===== src/hdl/bfs_pkg.sv =====
// Shared types, constants and command codes for the bitplane fine-scroll shifter.
package bfs_pkg;

  localparam int WORD_W = 16;
  localparam int NIB_W = 4;
  localparam int EDGE_W = 12;

  localparam int WRAP_WIDTH_DEF = 640;
  localparam int EDGE_THRESHOLD_DEF = 320;

  localparam logic [WORD_W-1:0] COARSE_MASK = 16'hfff8;
  localparam logic [WORD_W-1:0] FULL_MASK = 16'hffff;
  localparam logic [NIB_W-1:0] NIB_MASK = 4'hf;

  typedef enum logic [1:0] {
    CMD_FRAME = 2'd0,
    CMD_COLUMN = 2'd1,
    CMD_SEAM = 2'd2,
    CMD_UNUSED = 2'd3
  } cmd_t;

  typedef struct packed {
    cmd_t cmd;
    logic [WORD_W-1:0] delta;
    logic [WORD_W-1:0] low_word;
    logic [WORD_W-1:0] high_word;
    logic [WORD_W-1:0] dest_word;
  } req_t;

endpackage


===== src/hdl/bitplane_fine_scroll_shifter_core.sv =====
// Top level of the bitplane fine-scroll shifter: input stage and execute stage.
//
// Requests enter on the in_ channel and are taken at a clock edge where in_valid is
// high and in_stall is low. Each request gives exactly one result on the out_ channel,
// taken where out_valid is high and out_stall is low.
// A request passes through an input register, where the slope-speed product is formed,
// and then the execute stage, which updates the scroll position and fills the result
// register. The result register is loaded from the input register once the execute
// stage may advance, which a stall on the out_ channel can delay.
// One request is taken every cycle while the receiver keeps out_stall low; the position
// register is read and written in the same cycle, so successive frame requests follow
// each other directly.
// When the receiver stalls, the result register holds its contents, the input register
// fills, and in_stall rises once both are occupied; nothing is lost or repeated.
// A synchronous reset on rst_n clears the scroll position to zero and empties both
// stages.
module bitplane_fine_scroll_shifter_core import bfs_pkg::*; #(
  parameter int WRAP_WIDTH = WRAP_WIDTH_DEF,
  parameter int EDGE_THRESHOLD = EDGE_THRESHOLD_DEF
) (
  input  logic                     clk,
  input  logic                     rst_n,
  input  logic                     in_valid,
  output logic                     in_stall,
  input  logic [1:0]               in_cmd,
  input  logic signed [WORD_W-1:0] in_road_slope,
  input  logic signed [WORD_W-1:0] in_scroll_speed,
  input  logic [WORD_W-1:0]        in_low_word,
  input  logic [WORD_W-1:0]        in_high_word,
  input  logic [WORD_W-1:0]        in_dest_word,
  output logic                     out_valid,
  input  logic                     out_stall,
  output logic [WORD_W-1:0]        out_position,
  output logic [WORD_W-1:0]        out_step_double,
  output logic [NIB_W-1:0]         out_fine_shift,
  output logic signed [WORD_W-1:0] out_coarse_offset,
  output logic                     out_wrap_active,
  output logic [EDGE_W-1:0]        out_edge_columns,
  output logic [WORD_W-1:0]        out_pixel_word
);

  logic down_free;
  logic req_valid;
  req_t req;

  bfs_mul_stage u_mul (
    .clk             (clk),
    .rst_n           (rst_n),
    .in_valid        (in_valid),
    .in_stall        (in_stall),
    .in_cmd          (in_cmd),
    .in_road_slope   (in_road_slope),
    .in_scroll_speed (in_scroll_speed),
    .in_low_word     (in_low_word),
    .in_high_word    (in_high_word),
    .in_dest_word    (in_dest_word),
    .down_free       (down_free),
    .req_valid       (req_valid),
    .req             (req)
  );

  bfs_exec #(
    .WRAP_WIDTH     (WRAP_WIDTH),
    .EDGE_THRESHOLD (EDGE_THRESHOLD)
  ) u_exec (
    .clk               (clk),
    .rst_n             (rst_n),
    .req_valid         (req_valid),
    .req               (req),
    .down_free         (down_free),
    .out_valid         (out_valid),
    .out_stall         (out_stall),
    .out_position      (out_position),
    .out_step_double   (out_step_double),
    .out_fine_shift    (out_fine_shift),
    .out_coarse_offset (out_coarse_offset),
    .out_wrap_active   (out_wrap_active),
    .out_edge_columns  (out_edge_columns),
    .out_pixel_word    (out_pixel_word)
  );

endmodule


===== src/hdl/bfs_mul_stage.sv =====
// Input register stage: captures a request and the low word of the slope-speed product.
module bfs_mul_stage import bfs_pkg::*; (
  input  logic                     clk,
  input  logic                     rst_n,
  input  logic                     in_valid,
  output logic                     in_stall,
  input  logic [1:0]               in_cmd,
  input  logic signed [WORD_W-1:0] in_road_slope,
  input  logic signed [WORD_W-1:0] in_scroll_speed,
  input  logic [WORD_W-1:0]        in_low_word,
  input  logic [WORD_W-1:0]        in_high_word,
  input  logic [WORD_W-1:0]        in_dest_word,
  input  logic                     down_free,
  output logic                     req_valid,
  output req_t                     req
);

  logic signed [2*WORD_W-1:0] prod;
  logic                       valid_r;
  logic                       valid_nxt;
  req_t                       req_r;
  req_t                       req_nxt;
  logic                       load;

  assign prod = in_road_slope * in_scroll_speed;
  assign in_stall = valid_r && !down_free;
  assign load = in_valid && !in_stall;

  always_comb begin
    req_nxt = req_r;
    valid_nxt = valid_r;
    if (!in_stall) begin
      valid_nxt = in_valid;
    end
    if (load) begin
      req_nxt.cmd = cmd_t'(in_cmd);
      req_nxt.delta = prod[WORD_W-1:0];
      req_nxt.low_word = in_low_word;
      req_nxt.high_word = in_high_word;
      req_nxt.dest_word = in_dest_word;
    end
  end

  always_ff @(posedge clk) begin
    if (!rst_n) begin
      valid_r <= 1'b0;
    end else begin
      valid_r <= valid_nxt;
    end
    req_r <= req_nxt;
  end

  assign req_valid = valid_r;
  assign req = req_r;

endmodule


===== src/hdl/bfs_exec.sv =====
// Execute stage: scroll position state, shift and merge logic, and the result register.
module bfs_exec import bfs_pkg::*; #(
  parameter int WRAP_WIDTH = WRAP_WIDTH_DEF,
  parameter int EDGE_THRESHOLD = EDGE_THRESHOLD_DEF
) (
  input  logic                     clk,
  input  logic                     rst_n,
  input  logic                     req_valid,
  input  req_t                     req,
  output logic                     down_free,
  output logic                     out_valid,
  input  logic                     out_stall,
  output logic [WORD_W-1:0]        out_position,
  output logic [WORD_W-1:0]        out_step_double,
  output logic [NIB_W-1:0]         out_fine_shift,
  output logic signed [WORD_W-1:0] out_coarse_offset,
  output logic                     out_wrap_active,
  output logic [EDGE_W-1:0]        out_edge_columns,
  output logic [WORD_W-1:0]        out_pixel_word
);

  localparam logic [WORD_W-1:0] WRAP_W = WORD_W'(WRAP_WIDTH);
  localparam logic [WORD_W-1:0] EDGE_T = WORD_W'(EDGE_THRESHOLD);

  logic [WORD_W-1:0]   pos_r;
  logic [WORD_W-1:0]   pos_nxt;
  logic                valid_r;
  logic                valid_nxt;
  logic [WORD_W-1:0]   position_r;
  logic [WORD_W-1:0]   step_double_r;
  logic [NIB_W-1:0]    fine_shift_r;
  logic [WORD_W-1:0]   coarse_offset_r;
  logic                wrap_active_r;
  logic [EDGE_W-1:0]   edge_columns_r;
  logic [WORD_W-1:0]   pixel_word_r;

  logic                adv;
  logic [WORD_W-1:0]   sum;
  logic [WORD_W-1:0]   sum_less;
  logic [WORD_W-1:0]   wrapped;
  logic [NIB_W-1:0]    shift;
  logic [2*WORD_W-1:0] col_sh;
  logic [2*WORD_W-1:0] frac_sh;
  logic [WORD_W-1:0]   mask;
  logic [WORD_W-1:0]   pixel;
  logic [WORD_W-1:0]   step2;
  logic [WORD_W-1:0]   diff;
  logic                active;

  assign down_free = !valid_r || !out_stall;
  assign adv = req_valid && down_free;

  always_comb begin
    sum = pos_r + req.delta;
    sum_less = sum - WRAP_W;
    if (sum[WORD_W-1]) begin
      wrapped = sum + WRAP_W;
    end else if (!sum_less[WORD_W-1]) begin
      wrapped = sum_less;
    end else begin
      wrapped = sum;
    end
    pos_nxt = pos_r;
    step2 = '0;
    if (adv && req.cmd == CMD_FRAME) begin
      pos_nxt = wrapped;
      step2 = {req.delta[WORD_W-2:0], 1'b0};
    end
    shift = pos_nxt[NIB_W-1:0] & NIB_MASK;
    col_sh = {req.low_word, req.high_word} << shift;
    frac_sh = {{WORD_W{1'b0}}, req.low_word} << shift;
    mask = FULL_MASK << shift;
    case (req.cmd)
      CMD_COLUMN: pixel = col_sh[2*WORD_W-1:WORD_W];
      CMD_SEAM: pixel = (req.dest_word & mask) | frac_sh[2*WORD_W-1:WORD_W];
      default: pixel = '0;
    endcase
    diff = pos_nxt - EDGE_T;
    active = !diff[WORD_W-1];
    valid_nxt = valid_r;
    if (down_free) begin
      valid_nxt = req_valid;
    end
  end

  always_ff @(posedge clk) begin
    if (!rst_n) begin
      pos_r <= '0;
      valid_r <= 1'b0;
    end else begin
      pos_r <= pos_nxt;
      valid_r <= valid_nxt;
    end
    if (adv) begin
      position_r <= pos_nxt;
      step_double_r <= step2;
      fine_shift_r <= shift;
      coarse_offset_r <= {pos_nxt[WORD_W-1], pos_nxt[WORD_W-1:1]} & COARSE_MASK;
      wrap_active_r <= active;
      edge_columns_r <= active ? diff[WORD_W-1:NIB_W] : '0;
      pixel_word_r <= pixel;
    end
  end

  assign out_valid = valid_r;
  assign out_position = position_r;
  assign out_step_double = step_double_r;
  assign out_fine_shift = fine_shift_r;
  assign out_coarse_offset = coarse_offset_r;
  assign out_wrap_active = wrap_active_r;
  assign out_edge_columns = edge_columns_r;
  assign out_pixel_word = pixel_word_r;

  a_pos_hold: assert property (@(posedge clk) disable iff (!rst_n)
    (adv && req.cmd != CMD_FRAME) |=> $stable(pos_r))
    else $error("Position changed on a non-frame request.");

  a_frame_pixel: assert property (@(posedge clk) disable iff (!rst_n)
    (valid_r && step_double_r != '0) |-> (pixel_word_r == '0))
    else $error("Frame result carries a pixel word.");

  a_edge_zero: assert property (@(posedge clk) disable iff (!rst_n)
    (valid_r && !wrap_active_r) |-> (edge_columns_r == '0))
    else $error("Edge columns reported while wrap is inactive.");

  a_shift_match: assert property (@(posedge clk) disable iff (!rst_n)
    valid_r |-> (fine_shift_r == position_r[NIB_W-1:0] && position_r == pos_r))
    else $error("Result does not match the stored position.");

  a_reset_pos: assert property (@(posedge clk)
    !rst_n |=> (pos_r == '0 && !valid_r))
    else $error("Reset did not clear the position.");

endmodule


===== config.mk =====
export PLATFORM = sky130hd
export DESIGN_NAME = bitplane_fine_scroll_shifter_core
export DESIGN_NICKNAME = d
export VERILOG_FILES = /design/src/hdl/bfs_pkg.sv /design/src/hdl/bitplane_fine_scroll_shifter_core.sv /design/src/hdl/bfs_mul_stage.sv /design/src/hdl/bfs_exec.sv
export SDC_FILE = /design/constraint.sdc
export NUM_CORES = 1
export LEC_CHECK = 0
export ABC_CLOCK_PERIOD_IN_PS = 7800
export BUFFER_PORTS_ARGS = -buffer_cell sky130_fd_sc_hd__buf_2
export CAP_MARGIN = 25
export CELL_PAD_IN_SITES_DETAIL_PLACEMENT = 1
export CELL_PAD_IN_SITES_GLOBAL_PLACEMENT = 1
export CORE_ASPECT_RATIO = 1.75
export CORE_MARGIN = 2
export CORE_UTILIZATION = 46
export DETAILED_ROUTE_END_ITERATION = 6
export PLACE_DENSITY = 0.9
export SLEW_MARGIN = 25
export SYNTH_ARGS = -nofsm -noshare
export SYNTH_HDL_FRONTEND = slang
export SYNTH_SLANG_ARGS = --single-unit

===== constraint.sdc =====
create_clock -name clk -period 7.8 [get_ports clk]
set_input_delay 1.56 -clock clk [delete_from_list [all_inputs] [get_ports clk]]
set_output_delay 1.56 -clock clk [all_outputs]
set_load 0.1 [all_outputs]

## Yosys cells after proc, flatten, opt, wreduce, memory -nomap -nowiden

Cells that the tools add are included.

| storage, ports and cells | value |
|---|---|
| bits in registers | 161 |
| bits of input ports | 86 |

| operators by class | value |
|---|---|
| equality and inequality tests | 2 |
| bitwise operators | 2 |
| shifts and indexed selects | 3 |
| multiply operators | 1 |
| reduce and logical (&&, ||, !) cells | 11 |
| multiplexer cells | 4 |
| add/subtract/negate cells | 4 |

Operator list:

| operator | number |
|---|---|
| two-way mux 16 bit | 2 |
| one-hot mux 16 bit (2 select lines) | 1 |
| << shifter 16 x 4 -> 32 bit | 1 |
| << shifter 32 x 4 -> 32 bit | 1 |
| adder 16 x 10 -> 16 bit (second input constant) | 1 |
| adder 16 bit | 1 |
| bitwise AND 16 bit | 1 |
| multiplier 16 x 16 -> 16 bit | 1 |
| bitwise OR 16 bit | 1 |
| << shifter 16 x 4 -> 16 bit (first input constant) | 1 |
| subtractor 16 x 10 -> 16 bit (second input constant) | 1 |
| subtractor 16 x 9 -> 16 bit (second input constant) | 1 |
| two-way mux 15 bit | 1 |
| zero test 1 bit | 5 |
| logical AND 1 bit | 4 |
| equality test 2 x 1 -> 1 bit (second input constant) | 1 |
| equality test 2 bit (second input constant) | 1 |
| zero test 2 bit | 1 |
| logical OR 1 bit | 1 |

## Longest topological paths before layout

| depth | value |
|---|---|
| depth after elaboration | 9 |
| mapped depth | 25 |
| gate-level depth less buffers | 24 |

## Hierarchy

From an unflattened synthesis, not the netlist that was laid out.

| unflattened totals | value |
|---|---|
| cell total of the unflattened synthesis | 1231 |
| area total of the unflattened synthesis | 12230.5 sq um |

Modules (own cells, without submodules):

| module | cells an instance | instances | area each (sq um) |
|---|---|---|---|
| bfs_mul_stage | 572 | 1 | 6212.2 |
| bfs_exec | 659 | 1 | 6018.3 |

## Worst setup path before layout

OpenSTA, ideal clock, no wires.

| timing | value |
|---|---|
| kind | input to register |
| start | input in_scroll_speed[1] |
| end | register u_mul.req_r, in the netlist u_mul.req[63], data pin |
| required time | 7.539 ns |
| data arrival time | 6.033 ns |
| cell stages on the path | 20 |
| slack | 1.506 ns |
| library setup time | 0.261 ns |
| path through | clkbuf_1 -> nand2_1 -> fa_1 -> inv_1 -> fa_1 -> ha_1 -> inv_1 -> fa_1 -> fa_1 -> inv_1 -> fa_1 -> ha_1 -> a21oi_1 -> nor2b_1 -> o21a_1 -> o21ai_0 -> nand2b_1 -> a21oi_1 -> o21ai_0 -> xnor2_1 |

| on the way | value |
|---|---|
| cells in the longest elaborated chain, start to end | 1 |

RTL lines:

| item | RTL line | RTL |
|---|---|---|
| start: declaration | bitplane_fine_scroll_shifter_core.sv:27 | `input logic signed [WORD_W-1:0] in_scroll_speed,` |
| multiplier 16 x 16 -> 16 bit | bfs_mul_stage.sv:25 | `assign prod = in_road_slope * in_scroll_speed;` |
| via u_mul.prod[15] | bfs_mul_stage.sv:18 | `logic signed [2*WORD_W-1:0] prod;` |
| end signal: assignment | bfs_mul_stage.sv:50 | `req_r <= req_nxt;` |
| end: declaration | bfs_mul_stage.sv:21 | `req_t req_r;` |

The timed path passes the listed nets, and every way through them passes these cells.
A chain may end at the register's enable or synchronous reset.

## Final worst setup path

| timing | value |
|---|---|
| start | input in_road_slope[5] |
| end | register u_mul.req_r, in the netlist u_mul.req[63], data pin |

| on the way | value |
|---|---|
| cells in the longest elaborated chain, start to end | 1 |

RTL lines:

| item | RTL line | RTL |
|---|---|---|
| start: declaration | bitplane_fine_scroll_shifter_core.sv:26 | `input logic signed [WORD_W-1:0] in_road_slope,` |
| multiplier 16 x 16 -> 16 bit | bfs_mul_stage.sv:25 |  |
| via u_mul.prod[15] | bfs_mul_stage.sv:18 |  |

The timed path passes the listed nets, and every way through them passes these cells.

==> flow_summary.json <==
{
  "status": "finished clean",
  "worst_slew_pin_slew_ns": 0.881,
  "cts-root-buf": "clkbuf_16",
  "vias_per_cell": 5.73,
  "cpPeakStageDelay_ns": 0.58,
  "synth_area_um2": 12300,
  "path_cells": "buf_2 > nand2_1 > fa_1 > inv_1 > fa_1 > inv_1 > fa_1 > fa_1 > fa_1 > fa_1 > xnor2_1 > xnor2_1 > xnor2_1 > xnor2_1 > xnor2_1 > xnor2_1 > xnor2_1",
  "synthDistinctLibCells": 80,
  "gp_congestion": 0.934,
  "crit_buf_inv": 3,
  "finClkSkew_ns": 0.0102,
  "drtIter0Drc": 468,
  "p_leak_uw": 0.00613,
  "grt_start_max_net_pins": 66,
  "die-area_um2": 28000,
  "wire_per_inst_um": 20.5,
  "hold_buffers": 0,
  "cts-resized-gates": 0,
  "worst_path_most_repeated_cell": "xnor2_1",
  "fin_util_pct": 52.2,
  "yosysSeqAreaShare_pct": 33.3,
  "clk_latency_ns": 0.44,
  "drc_errors": 0,
  "tns_ns": 0,
  "maxCapViolations": 0,
  "slowest_stage": "fa_1",
  "portBuffers": 162,
  "numCtsBuffers": 17,
  "max_freq_mhz": 152,
  "start_kind": "primary input",
  "cp.required_ns": 7.98,
  "antenna_found_initial": 5,
  "hold_class": "register to register",
  "drv_slew": 0,
  "die_h_um": 220,
  "drtPass1Iterations": 5,
  "die_width_um": 127,
  "syn_area_per_cell_um2": 9.85,
  "hold_viol_final": 0,
  "final_cells": 1693,
  "yosys_warnings": 0,
  "critPathTopFamily": "adder cells",
  "finalWirelength_um": 34700,
  "synth_seq_cells": 142,
  "rows": 79,
  "syn_to_final_growth_pct": 12.4,
  "placed_cells": 1659,
  "ant_nets": 0,
  "crit_type": "primary input to register",
  "rsz0062_at_grt": "false",
  "num_io_pins": 169,
  "hpwl_um": 26900,
  "final_nets": 1603,
  "netlist_instances": 1244,
  "grt_pass1_wl_um": 55100,
  "period_needed_ns": 6.56,
  "fin_crit_sh_pct": 84.1,
  "overflow": 0,
  "critPathMaxFanout": 11,
  "ys.flop_type": "edfxtp_1",
  "cts.clk_slew.worst_paths_ns": 0.07,
  "h-tree-depth": 4,
  "numClockSinks": 142,
  "setup_violations": 0,
  "vdd_drop_max_mv": 0.305,
  "grt_pass1_vias": 10820,
  "endpoint_kind": "register",
  "cp.arrival_ns": 6.74,
  "grt_use_total_pct": 25.3,
  "synth_edf_count": 124,
  "route.vias.total": 9709,
  "cts_tree": "done",
  "drive_above_1_share_pct": 17.8,
  "clk_path_buf_depth": 2,
  "coreArea_um2": 26400,
  "max_slew_margin_pct": 41.3,
  "power_density_nw_per_um2": 330,
  "postCtsSetupBuffers": 0,
  "initial_core_util_pct": 46.5,
  "reg2reg_setup_slack_ns": 1.77,
  "async_flop_share_pct": 0
}
==> where the power goes <==
group / switching [µW] / internal [µW] / leakage [µW]
Clock: 344 / 540 / 0.000304
Sequential: 49.8 / 1000 / 0.00133
Combinational: 1640 / 968 / 0.00450
Total: 2040 / 2510 / 0.00613
==> metrics by stage <==
step	setup WS, ns	total power [µW]	instance area (µm²)	hold WS (ns)
after floorplan	1.51	3050	12300	0.456
after global placement	0.990	3460	13100	0.483
after detailed placement	0.844	3670	13100	0.517
after CTS	1.32	4570	13800	0.523
after global routing	1.03	4860	13800	0.556
final	1.24	4550	13800	0.523
==> cells by family (layout without fill, tap and decap cells) <==
kind of cell / count (synthesis) / after routing / share of synthesized area [%]
xor+xnor: 58 / 58 / 4.14
fa+ha+maj: 163 / 163 / 21.5
buf+inv: 224 / 343 / 7.90
compound gates: 182 / 182 / 11.0
simple gates: 404 / 404 / 16.3
other cells: 1 / 7 / 0.0306
flops: 142 / 142 / 33.3
mux: 70 / 70 / 5.76
==> cell usage in the layout, fill, tap and decap left out, drive strengths merged, types with 18 or more instances in the layout <==
| master | n |
|---|---|
| nand2 | 167 |
| mux2i | 66 |
| ha | 83 |
| buf | 170 |
| o21ai | 29 |
| dfxtp | 18 |
| and2 | 83 |
| a21oi | 47 |
| nor2 | 50 |
| fa | 80 |
| edfxtp | 124 |
| inv | 146 |
| nand3 | 19 |
| xnor2 | 47 |
==> Yosys cell counts (7+ instances only) <==
cell,instances,area [µm²]
nor2_1,50,188
nor2b_1,16,100
xor2_1,11,96.3
and2_1,83,519
a32oi_1,8,70.1
edfxtp_1,124,3720
xnor2_1,47,412
mux2i_1,66,661
nand4_1,8,50.1
a21o_1,10,75.1
fa_1,80,1600
ha_1,83,1040
a31oi_1,9,56.3
buf_2,8,40.0
nor3_1,12,60.1
inv_1,139,522
nand2_1,167,627
clkbuf_1,40,150
nor4_1,7,43.8
dfxtp_1,18,360
nand3_1,18,90.1
buf_4,25,188
o21a_1,8,60.1
a21oi_2,10,87.6
and3_1,12,75.1
o21ai_0,28,140
a21oi_1,37,185
==> tightest hold or removal path: cells and delay by family, from the launching register on <==
kind	cells	cell delay, ns
flip-flops	1	0.36
AND/OR/NAND/NOR	1	0.07
AO/OA/AOI/OAI	1	0.06
==> cell type report <==
cell class	count	area, µm²
well taps	324	405
flip-flops and latches	142	4080
inverters	141	529
clock buffers	17	425
fillers	2947	12600
repair buffers	170	871
clock inverters	15	206
multi-input cells	882	7250
diodes	2	5.00
==> sequential cells by signal (all words and copies together), names as in the netlist <==
signal                   flops
u_exec.out_fine_shift        3
u_exec.out_step_double      15
u_mul.req_valid              1
u_exec.out_edge_columns     11
u_exec.out_wrap_active       1
u_mul.req                   65
u_exec.pos_r                16
u_exec.out_position         13
u_exec.out_pixel_word       16
u_exec.out_valid             1
==> worst paths after layout <==
| path | startpoint | end | cells past startpoint |
|---|---|---|---|
| worst max-delay path | in_road_slope[5] | u_mul.req[63] | 17 |
| worst min-delay path | u_mul.req_valid | u_exec.out_valid | 2 |
| worst max register to register | u_mul.req[48] | u_exec.out_edge_columns[7] | 18 |
| worst min register to register | u_mul.req_valid | u_exec.out_valid | 2 |
==> metal layers <==
layer	vias up	routed length, µm	track usage (%)	share of wire, %
met3	114	1510	4.56	4.4
li1	4435	-	-	-
met1	4845	12200	25.0	35
met4	4	1690	13.7	4.9
met2	311	19200	48.9	55
met5	-	27	0	0.078
Note: power is estimated with default switching activity, not from simulation.
